**src/design/dstq_pkg.sv**
```systemverilog
// Shared types and constants of the deadline-sorted timer queue.
`default_nettype none

package dstq_pkg;

  localparam int DEF_ENTRIES = 16;

  typedef enum logic [1:0] {
    CMD_SUBMIT = 2'd0,
    CMD_CANCEL = 2'd1,
    CMD_QUERY  = 2'd2
  } cmd_t;

  typedef enum logic {
    ALU_ADD = 1'b0,
    ALU_SUB = 1'b1
  } alu_op_t;

  typedef struct packed {
    logic [1:0]  cmd;
    logic [3:0]  entry_id;
    logic [31:0] delay_ms;
    logic [31:0] now_ms;
  } in_item_t;

  typedef struct packed {
    logic        earlier_event;
    logic [30:0] remaining_ms;
    logic        head_valid;
    logic [3:0]  head_entry;
  } out_item_t;

  typedef struct packed {
    logic tim_we;
    logic link_we;
  } store_ctl_t;

endpackage

`default_nettype wire

```
**src/design/dstq_alu.sv**
```systemverilog
// Shared 32-bit adder/subtractor with a deadline compare on its result.
`default_nettype none

module dstq_alu (
  input  dstq_pkg::alu_op_t op,
  input  logic [31:0]       a,
  input  logic [31:0]       b,
  input  logic [31:0]       ref_val,
  output logic [31:0]       sum,
  output logic              below
);
  import dstq_pkg::*;

  always_comb begin
    unique case (op)
      ALU_ADD: sum = a + b;
      ALU_SUB: sum = a - b;
      default: sum = a + b;
    endcase
  end

  // True when the reference deadline is strictly earlier than the result.
  assign below = ref_val < sum;

endmodule

`default_nettype wire

```
**src/design/dstq_store.sv**
```systemverilog
// Entry memories: start and delay stamps, and next links, with registered reads.
`default_nettype none

module dstq_store #(
  parameter int ENTRIES = dstq_pkg::DEF_ENTRIES,
  localparam int IW = (ENTRIES > 1) ? $clog2(ENTRIES) : 1
) (
  input  logic                 clk,
  input  logic                 rst,
  input  dstq_pkg::store_ctl_t ctl,
  input  logic [IW-1:0]        rd_addr,
  output logic [31:0]          rd_start,
  output logic [31:0]          rd_delay,
  output logic [IW-1:0]        rd_link,
  input  logic [IW-1:0]        tim_waddr,
  input  logic [31:0]          wr_start,
  input  logic [31:0]          wr_delay,
  input  logic [IW-1:0]        link_waddr,
  input  logic [IW-1:0]        link_wdata
);
  import dstq_pkg::*;

  logic [63:0]         tim_mem [ENTRIES];
  logic [IW-1:0]       link_mem [ENTRIES];
  logic [ENTRIES-1:0]  stamped;
  logic [63:0]         tim_rd;
  logic                stamped_rd;

  // An entry that was never stamped reads as zero start and zero delay.
  always_ff @(posedge clk) begin
    if (rst) begin
      stamped <= '0;
    end else if (ctl.tim_we) begin
      stamped[tim_waddr] <= 1'b1;
    end
  end

  always_ff @(posedge clk) begin
    if (ctl.tim_we) begin
      tim_mem[tim_waddr] <= {wr_start, wr_delay};
    end
    tim_rd     <= tim_mem[rd_addr];
    stamped_rd <= stamped[rd_addr];
  end

  always_ff @(posedge clk) begin
    if (ctl.link_we) begin
      link_mem[link_waddr] <= link_wdata;
    end
    rd_link <= link_mem[rd_addr];
  end

  assign rd_start = stamped_rd ? tim_rd[63:32] : 32'd0;
  assign rd_delay = stamped_rd ? tim_rd[31:0]  : 32'd0;

endmodule

`default_nettype wire

```
**src/design/dstq_seq.sv**
```systemverilog
// Command sequencer: list walks for unlink and sorted insert, query arithmetic.
`default_nettype none

module dstq_seq #(
  parameter int ENTRIES = dstq_pkg::DEF_ENTRIES,
  localparam int IW = (ENTRIES > 1) ? $clog2(ENTRIES) : 1
) (
  input  logic                 clk,
  input  logic                 rst,
  input  logic                 in_valid,
  output logic                 in_ready,
  input  dstq_pkg::in_item_t   in_data,
  output logic                 res_valid,
  input  logic                 res_take,
  output dstq_pkg::out_item_t  res_data,
  output dstq_pkg::store_ctl_t ctl,
  output logic [IW-1:0]        rd_addr,
  input  logic [31:0]          rd_start,
  input  logic [31:0]          rd_delay,
  input  logic [IW-1:0]        rd_link,
  output logic [IW-1:0]        tim_waddr,
  output logic [31:0]          wr_start,
  output logic [31:0]          wr_delay,
  output logic [IW-1:0]        link_waddr,
  output logic [IW-1:0]        link_wdata,
  output dstq_pkg::alu_op_t    alu_op,
  output logic [31:0]          alu_a,
  output logic [31:0]          alu_b,
  output logic [31:0]          alu_ref,
  input  logic [31:0]          alu_sum,
  input  logic                 alu_below
);
  import dstq_pkg::*;

  localparam logic [IW-1:0] LAST_STEP = IW'(ENTRIES - 1);

  typedef enum logic [10:0] {
    S_IDLE   = 11'b000_0000_0001,
    S_START  = 11'b000_0000_0010,
    S_UNLINK = 11'b000_0000_0100,
    S_UWALK  = 11'b000_0000_1000,
    S_STAMP  = 11'b000_0001_0000,
    S_LWALK  = 11'b000_0010_0000,
    S_LFIN   = 11'b000_0100_0000,
    S_LFIN2  = 11'b000_1000_0000,
    S_QDIFF  = 11'b001_0000_0000,
    S_QREM   = 11'b010_0000_0000,
    S_DONE   = 11'b100_0000_0000
  } state_t;

  state_t             state;
  logic [ENTRIES-1:0] pending;
  logic [ENTRIES-1:0] has_next;
  logic [IW-1:0]      head;
  logic               nonempty;

  logic [1:0]         cmd_q;
  logic [3:0]         id_q;
  logic [IW-1:0]      e;
  logic [31:0]        delay_q;
  logic [31:0]        now_q;
  logic [IW-1:0]      le;
  logic [IW-1:0]      ptr;
  logic [IW-1:0]      prev;
  logic [IW-1:0]      prev_link;
  logic [IW-1:0]      steps;
  logic               found;
  logic [31:0]        acc;
  logic               earlier;
  logic [30:0]        remain;
  state_t             post_state;

  assign in_ready   = (state == S_IDLE);
  assign res_valid  = (state == S_DONE);
  assign post_state = (cmd_q == CMD_CANCEL) ? S_DONE : S_STAMP;

  assign res_data.earlier_event = earlier;
  assign res_data.remaining_ms  = remain;
  assign res_data.head_valid    = nonempty;
  assign res_data.head_entry    = nonempty ? 4'(head) : 4'd0;

  // During the walks the next read address is the link that has just come back.
  always_comb begin
    rd_addr = e;
    unique case (state)
      S_UNLINK, S_STAMP: rd_addr = head;
      S_UWALK, S_LWALK:  rd_addr = rd_link;
      default:           rd_addr = e;
    endcase
  end

  always_comb begin
    ctl.tim_we  = (state == S_STAMP);
    ctl.link_we = 1'b0;
    tim_waddr   = e;
    wr_start    = now_q;
    wr_delay    = delay_q;
    link_waddr  = e;
    link_wdata  = head;
    unique case (state)
      S_UWALK: begin
        ctl.link_we = has_next[ptr] && (rd_link == e);
        link_waddr  = ptr;
        link_wdata  = le;
      end
      S_LFIN: begin
        ctl.link_we = 1'b1;
        link_waddr  = e;
        link_wdata  = found ? prev_link : head;
      end
      S_LFIN2: begin
        ctl.link_we = 1'b1;
        link_waddr  = prev;
        link_wdata  = e;
      end
      default: begin
      end
    endcase
  end

  always_comb begin
    alu_op  = ALU_ADD;
    alu_a   = now_q;
    alu_b   = delay_q;
    alu_ref = acc;
    unique case (state)
      S_LWALK: begin
        alu_a = rd_start;
        alu_b = rd_delay;
      end
      S_QDIFF: begin
        alu_op = ALU_SUB;
        alu_a  = now_q;
        alu_b  = rd_start;
      end
      S_QREM: begin
        alu_op = ALU_SUB;
        alu_a  = rd_delay;
        alu_b  = acc;
      end
      default: begin
      end
    endcase
  end

  always_ff @(posedge clk) begin
    if (rst) begin
      state    <= S_IDLE;
      pending  <= '0;
      has_next <= '0;
      head     <= '0;
      nonempty <= 1'b0;
    end else begin
      unique case (state)
        S_IDLE: begin
          if (in_valid) begin
            cmd_q   <= in_data.cmd;
            id_q    <= in_data.entry_id;
            e       <= IW'(in_data.entry_id);
            delay_q <= in_data.delay_ms;
            now_q   <= in_data.now_ms;
            state   <= S_START;
          end
        end
        S_START: begin
          earlier <= 1'b0;
          remain  <= '0;
          if (32'(id_q) >= ENTRIES) begin
            state <= S_DONE;
          end else if (cmd_q == CMD_SUBMIT || cmd_q == CMD_CANCEL) begin
            state <= S_UNLINK;
          end else if (cmd_q == CMD_QUERY) begin
            state <= S_QDIFF;
          end else begin
            state <= S_DONE;
          end
        end
        S_UNLINK: begin
          le <= rd_link;
          if (cmd_q == CMD_CANCEL) begin
            pending[e] <= 1'b0;
          end
          if (!pending[e] || !nonempty) begin
            state <= post_state;
          end else if (head == e) begin
            if (has_next[e]) begin
              head <= rd_link;
            end else begin
              nonempty <= 1'b0;
              head     <= '0;
            end
            has_next[e] <= 1'b0;
            state       <= post_state;
          end else begin
            ptr   <= head;
            steps <= '0;
            state <= S_UWALK;
          end
        end
        S_UWALK: begin
          if (!has_next[ptr]) begin
            state <= post_state;
          end else if (rd_link == e) begin
            has_next[ptr] <= has_next[e];
            has_next[e]   <= 1'b0;
            state         <= post_state;
          end else if (steps == LAST_STEP) begin
            state <= post_state;
          end else begin
            ptr   <= rd_link;
            steps <= steps + 1'b1;
          end
        end
        S_STAMP: begin
          pending[e] <= 1'b1;
          acc        <= alu_sum;
          found      <= 1'b0;
          ptr        <= head;
          steps      <= '0;
          state      <= nonempty ? S_LWALK : S_LFIN;
        end
        S_LWALK: begin
          // The new entry goes after every entry whose deadline is not later.
          if (alu_below) begin
            state <= S_LFIN;
          end else begin
            prev      <= ptr;
            prev_link <= rd_link;
            found     <= 1'b1;
            if (has_next[ptr] && steps != LAST_STEP) begin
              ptr   <= rd_link;
              steps <= steps + 1'b1;
            end else begin
              state <= S_LFIN;
            end
          end
        end
        S_LFIN: begin
          earlier <= nonempty && !found;
          if (!found) begin
            has_next[e] <= nonempty;
            head        <= e;
            nonempty    <= 1'b1;
            state       <= S_DONE;
          end else begin
            has_next[e]    <= has_next[prev];
            has_next[prev] <= 1'b1;
            state          <= S_LFIN2;
          end
        end
        S_LFIN2: begin
          state <= S_DONE;
        end
        S_QDIFF: begin
          acc   <= alu_sum;
          state <= S_QREM;
        end
        S_QREM: begin
          remain <= alu_sum[31] ? 31'd0 : alu_sum[30:0];
          state  <= S_DONE;
        end
        S_DONE: begin
          if (res_take) begin
            state <= S_IDLE;
          end
        end
        default: state <= S_IDLE;
      endcase
    end
  end

endmodule

`default_nettype wire

```
**src/design/deadline_sorted_timer_queue.sv**
```systemverilog
// Top level of the deadline-sorted timer queue: sequencer, ALU, memories, output register.
`default_nettype none

// The queue keeps ENTRIES timer entries and a linked list of the pending ones in
// deadline order, and takes one transaction at a time. A query steps through the
// start, difference and remainder states; an unused command or an entry outside
// the table goes from the start state straight to done. A cancel unlinks the
// entry, walking the list for its predecessor unless it is the head. A submit
// does the same unlink, stamps the entry, walks the list again for the sorted
// insert and writes the links, with one more link write when the entry lands
// behind another one; both walks step one linked entry per cycle through the
// single read port of the link and stamp memories. A finished result waits in
// the sequencer until the output register can take it, and the next transaction
// can be accepted in the cycle after it moves. Reset needs no clearing pass.
module deadline_sorted_timer_queue #(
  parameter int ENTRIES = dstq_pkg::DEF_ENTRIES
) (
  input  logic                clk,
  input  logic                rst,
  input  logic                in_valid,
  output logic                in_ready,
  input  dstq_pkg::in_item_t  in_data,
  output logic                out_valid,
  input  logic                out_ready,
  output dstq_pkg::out_item_t out_data
);
  import dstq_pkg::*;

  localparam int IW = (ENTRIES > 1) ? $clog2(ENTRIES) : 1;

  logic          res_valid;
  logic          res_take;
  out_item_t     res_data;
  store_ctl_t    ctl;
  logic [IW-1:0] rd_addr;
  logic [31:0]   rd_start;
  logic [31:0]   rd_delay;
  logic [IW-1:0] rd_link;
  logic [IW-1:0] tim_waddr;
  logic [31:0]   wr_start;
  logic [31:0]   wr_delay;
  logic [IW-1:0] link_waddr;
  logic [IW-1:0] link_wdata;
  alu_op_t       alu_op;
  logic [31:0]   alu_a;
  logic [31:0]   alu_b;
  logic [31:0]   alu_ref;
  logic [31:0]   alu_sum;
  logic          alu_below;

  dstq_alu u_alu (
    .op      (alu_op),
    .a       (alu_a),
    .b       (alu_b),
    .ref_val (alu_ref),
    .sum     (alu_sum),
    .below   (alu_below)
  );

  dstq_store #(.ENTRIES(ENTRIES)) u_store (
    .clk        (clk),
    .rst        (rst),
    .ctl        (ctl),
    .rd_addr    (rd_addr),
    .rd_start   (rd_start),
    .rd_delay   (rd_delay),
    .rd_link    (rd_link),
    .tim_waddr  (tim_waddr),
    .wr_start   (wr_start),
    .wr_delay   (wr_delay),
    .link_waddr (link_waddr),
    .link_wdata (link_wdata)
  );

  dstq_seq #(.ENTRIES(ENTRIES)) u_seq (
    .clk        (clk),
    .rst        (rst),
    .in_valid   (in_valid),
    .in_ready   (in_ready),
    .in_data    (in_data),
    .res_valid  (res_valid),
    .res_take   (res_take),
    .res_data   (res_data),
    .ctl        (ctl),
    .rd_addr    (rd_addr),
    .rd_start   (rd_start),
    .rd_delay   (rd_delay),
    .rd_link    (rd_link),
    .tim_waddr  (tim_waddr),
    .wr_start   (wr_start),
    .wr_delay   (wr_delay),
    .link_waddr (link_waddr),
    .link_wdata (link_wdata),
    .alu_op     (alu_op),
    .alu_a      (alu_a),
    .alu_b      (alu_b),
    .alu_ref    (alu_ref),
    .alu_sum    (alu_sum),
    .alu_below  (alu_below)
  );

  // The result moves into the output register when it is empty or being emptied.
  assign res_take = res_valid && (!out_valid || out_ready);

  always_ff @(posedge clk) begin
    if (rst) begin
      out_valid <= 1'b0;
    end else if (res_take) begin
      out_valid <= 1'b1;
    end else if (out_ready) begin
      out_valid <= 1'b0;
    end
  end

  always_ff @(posedge clk) begin
    if (res_take) begin
      out_data <= res_data;
    end
  end

endmodule

`default_nettype wire

```
**config.mk**
```make
export PLATFORM = sky130hd
export DESIGN_NAME = deadline_sorted_timer_queue
export DESIGN_NICKNAME = d
export VERILOG_FILES = /design/src/design/dstq_pkg.sv /design/src/design/dstq_alu.sv /design/src/design/dstq_store.sv /design/src/design/dstq_seq.sv /design/src/design/deadline_sorted_timer_queue.sv
export SDC_FILE = /design/constraint.sdc
export NUM_CORES = 2
export LEC_CHECK = 0
export BUFFER_PORTS_ARGS = -buffer_cell sky130_fd_sc_hd__clkbuf_2
export CORE_MARGIN = 2
export CORE_UTILIZATION = 62
export CTS_CLUSTER_SIZE = 16
export DETAILED_ROUTE_END_ITERATION = 12
export PLACE_DENSITY = 0.86
export REMOVE_ABC_BUFFERS = 1
export SYNTH_ARGS = -nofsm -noshare
export SYNTH_HDL_FRONTEND = slang
export SYNTH_SLANG_ARGS = --single-unit
```
**constraint.sdc**
```tcl
create_clock -name clk -period 11.83 [get_ports clk]
set_input_delay 2.366 -clock clk [delete_from_list [all_inputs] [get_ports clk]]
set_output_delay 2.366 -clock clk [all_outputs]
set_load 0.01 [all_outputs]
```
Yosys cells after proc, flatten, opt, wreduce, memory -nomap -nowiden. Memory sizes are Yosys's and may differ from the RTL's. A register that Yosys moved wholly into a read port is not among the register bits. Index checks and enable logic that the tools add are counted. Widths: inputs -> output; s select.

$add $sub $neg: 3. Multiply operators: 0. Divide/modulo/power cells: 0. Order comparisons: 8. Eq/ne operators: 33. Shift operators: 0. Mux-type cells: 90. Bitwise operators: 10. Reductions and logical operators: 42.

Operators with widths (number): $mux 11 (13); $pmux 32 s2 (2); $pmux 11 s10 (1); $mux 16 (6); $pmux 32 s3 (1); $mux 4 (19); $mux 32 (2); $pmux 31 s2 (1); $and 16x16->16 (3); $bwmux 16 (3); $or 16x16->16 (3); $pmux 16 s3 (1); $add 32x32->32 (1); $lt 32x32->1 (1); $pmux 16 s2 (1); $pmux 4 s4 (2); $sub 32x32->32 (1); $mux 31 (1); $pmux 4 s2 (3); $bmux 1 s4 (5); $lt 4x5->1 const B (4); $mux 1 (20); $ne 2x2->1 const B (8); $not 16->16 (1); other kinds (38) (83).

Register bits after elaboration: 258. Bits in latches: 0. RAM bits: 1088. Bits in read-only memories: 0. Input bits: 74. Output and inout port bits: 39. Logic and storage cells: 213. Memories: 2.

Memories: u_store.tim_mem (words 16, width 64, read ports 1, clocked after memory_dff 1, wr ports 1, RTL line dstq_store.sv:23) `logic [63:0] tim_mem [ENTRIES];`; u_store.link_mem (words 16, width 4, read ports 1, clocked after memory_dff 1, wr ports 1, RTL line dstq_store.sv:24) `logic [IW-1:0] link_mem [ENTRIES];`.

Depth between registers and ports, before layout.
Depth in word-level cells: 9. Gate-level depth with buffers: 33. Mapped depth without buffers: 30.

By module. Synthesis repeated with hierarchy kept, for this count alone.

Cell total of the unflattened synthesis: 3443. Area, all modules: 58272.1 um^2.

Modules (own cells, without submodules): dstq_store (instances 1, cells an instance 1913, area an instance 43279.0 um^2, sequential area each 34373.0 um^2); dstq_seq (instances 1, cells an instance 1031, area an instance 10684.0 um^2, sequential area each 5615.4 um^2); dstq_alu (instances 1, cells an instance 457, area an instance 3143.0 um^2, sequential area each 0.0 um^2); deadline_sorted_timer_queue (instances 1, cells an instance 42, area an instance 1166.1 um^2, sequential area each 1131.1 um^2).

Worst setup path after synthesis. OpenSTA, ideal clock, no wires.

Kind: input to register. From: input rst. To: register u_seq.cmd_q[0] (enable). Setup time: 0.599 ns. Arrival: 7.700 ns. Data required time: 11.231 ns. Slack: 3.531 ns. Stages: 2. Path buffers: 1. Path through: clkbuf_1 nor3b_1.

Longest elaborated chain between the ends: 2.

RTL lines: start: declaration (RTL line deadline_sorted_timer_queue.sv:19) `input logic rst,`; $not 1->1 (no source line); $reduce_and 3->1 (no source line); end signal: assignment (RTL line dstq_seq.sv:157) `cmd_q <= in_data.cmd;`; end: declaration (RTL line dstq_seq.sv:57) `logic [1:0] cmd_q;`.

Every way passes these cells. A chain may end at the register's enable or synchronous reset.

Worst setup path after layout.
From: register u_seq.state[9]. To: register u_seq.state[4].

Longest elaborated chain between the ends: 8. Elaborated cells on any way between the ends: 29. Classes of those cells: add/sub: 2; order compare: 1; eq/ne: 15; mux: 6; bitwise: 1; reduce/logical: 4.

RTL lines: start: declaration (RTL line dstq_seq.sv:51) `state_t state;`; start signal: assignment (RTL line dstq_seq.sv:184) `state <= post_state;`; start signal: assignment (RTL line dstq_seq.sv:193) `state <= post_state;`; start signal: assignment (RTL line dstq_seq.sv:202) `state <= post_state;`; parallel branches: the longest is 8 deep, another holds $sub 32x32->32.

Several ways; the timed one is not identified.

==> load_flow_metrics.sql <==
INSERT INTO impl_metrics (metric_group, metric, value, unit) VALUES
('floorplanning', 'design.portCount', '113', ''),
('yosys', 'syn-cell-area', '59300', 'um2'),
('floorplanning', 'die_outline_area', '98100', 'um2'),
('clock_tree', 'clkLatencyLatePin', '0.77', 'ns'),
('floorplanning', 'std_cell_rows', '113', ''),
('critical_path', 'crit_path_max_fanout', '28', ''),
('layout', 'fillCellCount', '6018', ''),
('yosys', 'yosysWarningCount', '0', ''),
('routing', 'wl_per_cell', '25.3', 'um'),
('routing', 'firstDrtPassIters', '10', ''),
('timing', 'worst_case_headroom_to_the_max_slew_limit', '16.4', '%'),
('critical_path', 'critical_path.startpoint_type', 'register', ''),
('yosys', 'synth_cells', '4882', ''),
('yosys', 'synthesis.area_per_instance', '12.1', 'um2'),
('clock_tree', 'cts.path.max_buffers', '3', ''),
('placed_design', 'placed_area', '61000', 'um2'),
('timing', 'timing.clock.skew', '0.0322', 'ns'),
('timing', 'max_freq', '111', 'MHz'),
('timing', 'hold_viol', '0', ''),
('routing', 'drt-met1-wl', '58.9', 'mm'),
('clock_tree', 'cts_max_level', '4', ''),
('critical_path', 'cp.required', '12.49', 'ns'),
('yosys', 'synth-async-reset-ratio', '0', '%'),
('grt', 'grt_pass1_wl', '239', 'mm'),
('pwr', 'pwr_density_cell', '166', 'nW/um2'),
('layout', 'multi_input_area', '16800', 'um2'),
('critical_path', 'crit_arrival', '9.69', 'ns'),
('grt', 'grt_pass1_vias', '40400', ''),
('yosys', 'synth.lib_cells_used.distinct', '86', ''),
('yosys', 'post_synth_main_area_contributors', 'edfxtp_1 65%, nand2_1 8.9%, dfxtp_1 4.5%', ''),
('timing', 'slew_violations', '0', ''),
('routing', 'first_iter_violations', '6714', ''),
('floorplanning', 'core-area', '94900', 'um2'),
('critical_path', 'timing.critical_path.to_type', 'register', ''),
('routing', 'via_per_inst', '6.59', ''),
('critical_path', 'r2r_setup_slack', '2.81', 'ns'),
('routing', 'route.top_layer_used', 'met5', ''),
('grt', 'antenna_found_initial', '5', ''),
('yosys', 'synth_most_common_cell', 'nand2_1', ''),
('timing', 'worst_slew_pin_slew', '1.25', 'ns'),
('hold_path', 'hold_path_class', 'register to register', ''),
('grt', 'total_global_routing_overflow', '0', ''),
('floorplanning', 'floorplan.initialDensity', '62.5', '%'),
('routing', 'drt.antenna.violating_nets', '0', ''),
('status', 'result_of_the_run', 'finished, final reports clean', ''),
('placed_design', 'detailedPlacementHpwl', '90.1', 'mm'),
('routing', 'route.final.wire_length', '159', 'mm'),
('layout', 'areaGrowthSynthToFinish', '10.4', '%'),
('clock_tree', 'cts_made_buffers', '139', ''),
('clock_tree', 'resized_after_cts', '0', ''),
('pwr', 'irDropWorstVdd', '152', 'uV'),
('routing', 'met2_wire_length', '75.0', 'mm'),
('clock_tree', 'clockRootBuffer', 'clkbuf_16', ''),
('placed_design', 'portBuffers', '112', ''),
('clock_tree', 'cts_post_setup_buffers_inserted', '0', ''),
('critical_path', 'regToRegStartpoint', 'u_seq.state[9]', ''),
('routing', 'drc_errors', '0', ''),
('hold_path', 'hold_path_depth', '0', ''),
('pwr', 'post-layout-total-power', '10.9', 'mW'),
('routing', 'total_via_count_in_the_routed_design', '41500', ''),
('placed_design', 'routabilityCongestion', '0.959', ''),
('critical_path', 'timing.critical_path.slowest_cell_delay', '0.78', 'ns'),
('yosys', 'primary_ff_master_synth', 'edfxtp_1', ''),
('routing', 'wire_length_on_met3', '18.8', 'mm'),
('clock_tree', 'cts_tree', 'yes', ''),
('timing', 'min_period', '9.02', 'ns'),
('clock_tree', 'clock_sink_count', '1414', ''),
('critical_path', 'cp_top_family', 'compound AO/OA/AOI/OAI gates', ''),
('critical_path', 'criticalPathCategory', 'register to register', ''),
('yosys', 'number_of_enable_type_register_cells_in_the_synthesized_netlist', '1280', ''),
('clock_tree', 'cts-hold-fix-buffers', '0', '');
[kinds of logic (layout without fill, tap and decap cells)]
| group | count (synthesis) | count (layout) | share of synthesized area [%] |
|---|---|---|---|
| fa+ha+maj | 66 | 66 | 1.41 |
| other cells | 0 | 3 | 0 |
| compound gates | 640 | 640 | 7.74 |
| flops | 1414 | 1414 | 69.4 |
| simple gates | 2275 | 2275 | 16.6 |
| mux | 52 | 52 | 1.33 |
| xor+xnor | 67 | 67 | 0.990 |
| buf+inv | 368 | 520 | 2.59 |
[area by class of cell]
cell class,instances,area share [%]
inverter,71,0.464
sequential,1414,62.8
multi-input combinational,3100,25.6
clock inverter,75,1.08
tap,1265,2.42
clock buffer,182,5.76
antenna,3,0.0115
timing repair buffer,192,1.85
[how the worst max path moves through the flow]
stage / end / slack [ns] / depth (start not counted) / startpoint
after detailed placement: u_seq.state[4] / 3.01 / 30 / u_seq.state[9]
after floorplan: u_store.rd_link[2] / -8.21 / 9 / u_seq.state[10]
after global placement: u_seq.state[4] / 3.14 / 31 / u_seq.state[9]
after CTS: u_seq.state[4] / 2.98 / 30 / u_seq.state[9]
after global routing: u_seq.state[4] / 2.42 / 30 / u_seq.state[9]
final: u_seq.state[4] / 2.81 / 30 / u_seq.state[9]
[registers in the layout (all words and copies together) (netlist names), 11 cells and up, named ones only]
signal / cells
u_seq.wr_delay: 32
u_seq.wr_start: 32
u_seq.has_next: 16
u_seq.alu_ref: 32
u_store.tim_rd: 64
u_store.stamped: 16
out_data: 37
u_store.tim_mem: 1024
u_seq.remain: 31
u_store.link_mem: 64
u_seq.state: 11
[layout by cell type (no fill, tap or decap), types with 14 or more instances in the layout]
master and count:
inv_1 55, a22oi_1 59, o21ai_0 95, a31oi_1 78, edfxtp_1 1280, a221oi_1 14, buf_4 76, dfxtp_1 134
nand4_1 25, nor3_1 24, nor2b_1 20, clkinv_1 20, a21o_1 41, nand2_1 1400, o221ai_1 70, clkbuf_16 141
and2_1 16, nor2_1 181, clkinv_2 21, clkbuf_2 112, a32oi_1 71, a22o_1 20, xor2_1 33, ha_1 65
mux4_2 20, xnor2_1 34, a21oi_1 97, a221o_1 14, and3_1 81, mux2i_1 20, nand3_1 448, clkbuf_1 32
inv_4 16
[metrics by stage]
step	hold WS (ns)	std cells	util [%]	setup TNS [ns]	setup slack [ns]
after detailed placement	0.412	6042	64.3	0	3.01
after floorplan	0.400	4585	-	-566.06	-8.21
after CTS	0.432	6299	69.0	0	2.98
after global placement	0.408	6042	64.3	0	3.14
final	0.437	6302	69.0	0	2.81
after global routing	0.445	6300	69.0	0	2.42
[power breakdown]
group          internal [mW]  total (mW)  switching (mW)  leakage (nW)
clock                   2.45        4.35            1.90          2.18
sequential              5.53        5.66           0.122          12.7
combinational          0.269       0.862           0.593          8.87
total                   8.25        10.9            2.62          23.7
[routing by layer]
| layer | vias to the layer above | GRT usage, % |
|---|---|---|
| met5 | - | 0 |
| met4 | 2 | 13.8 |
| met3 | 507 | 6.85 |
| met2 | 3047 | 50.9 |
| met1 | 20000 | 43.6 |
| li1 | 18000 | - |
No activity file was read; power rests on OpenSTA's default activity.
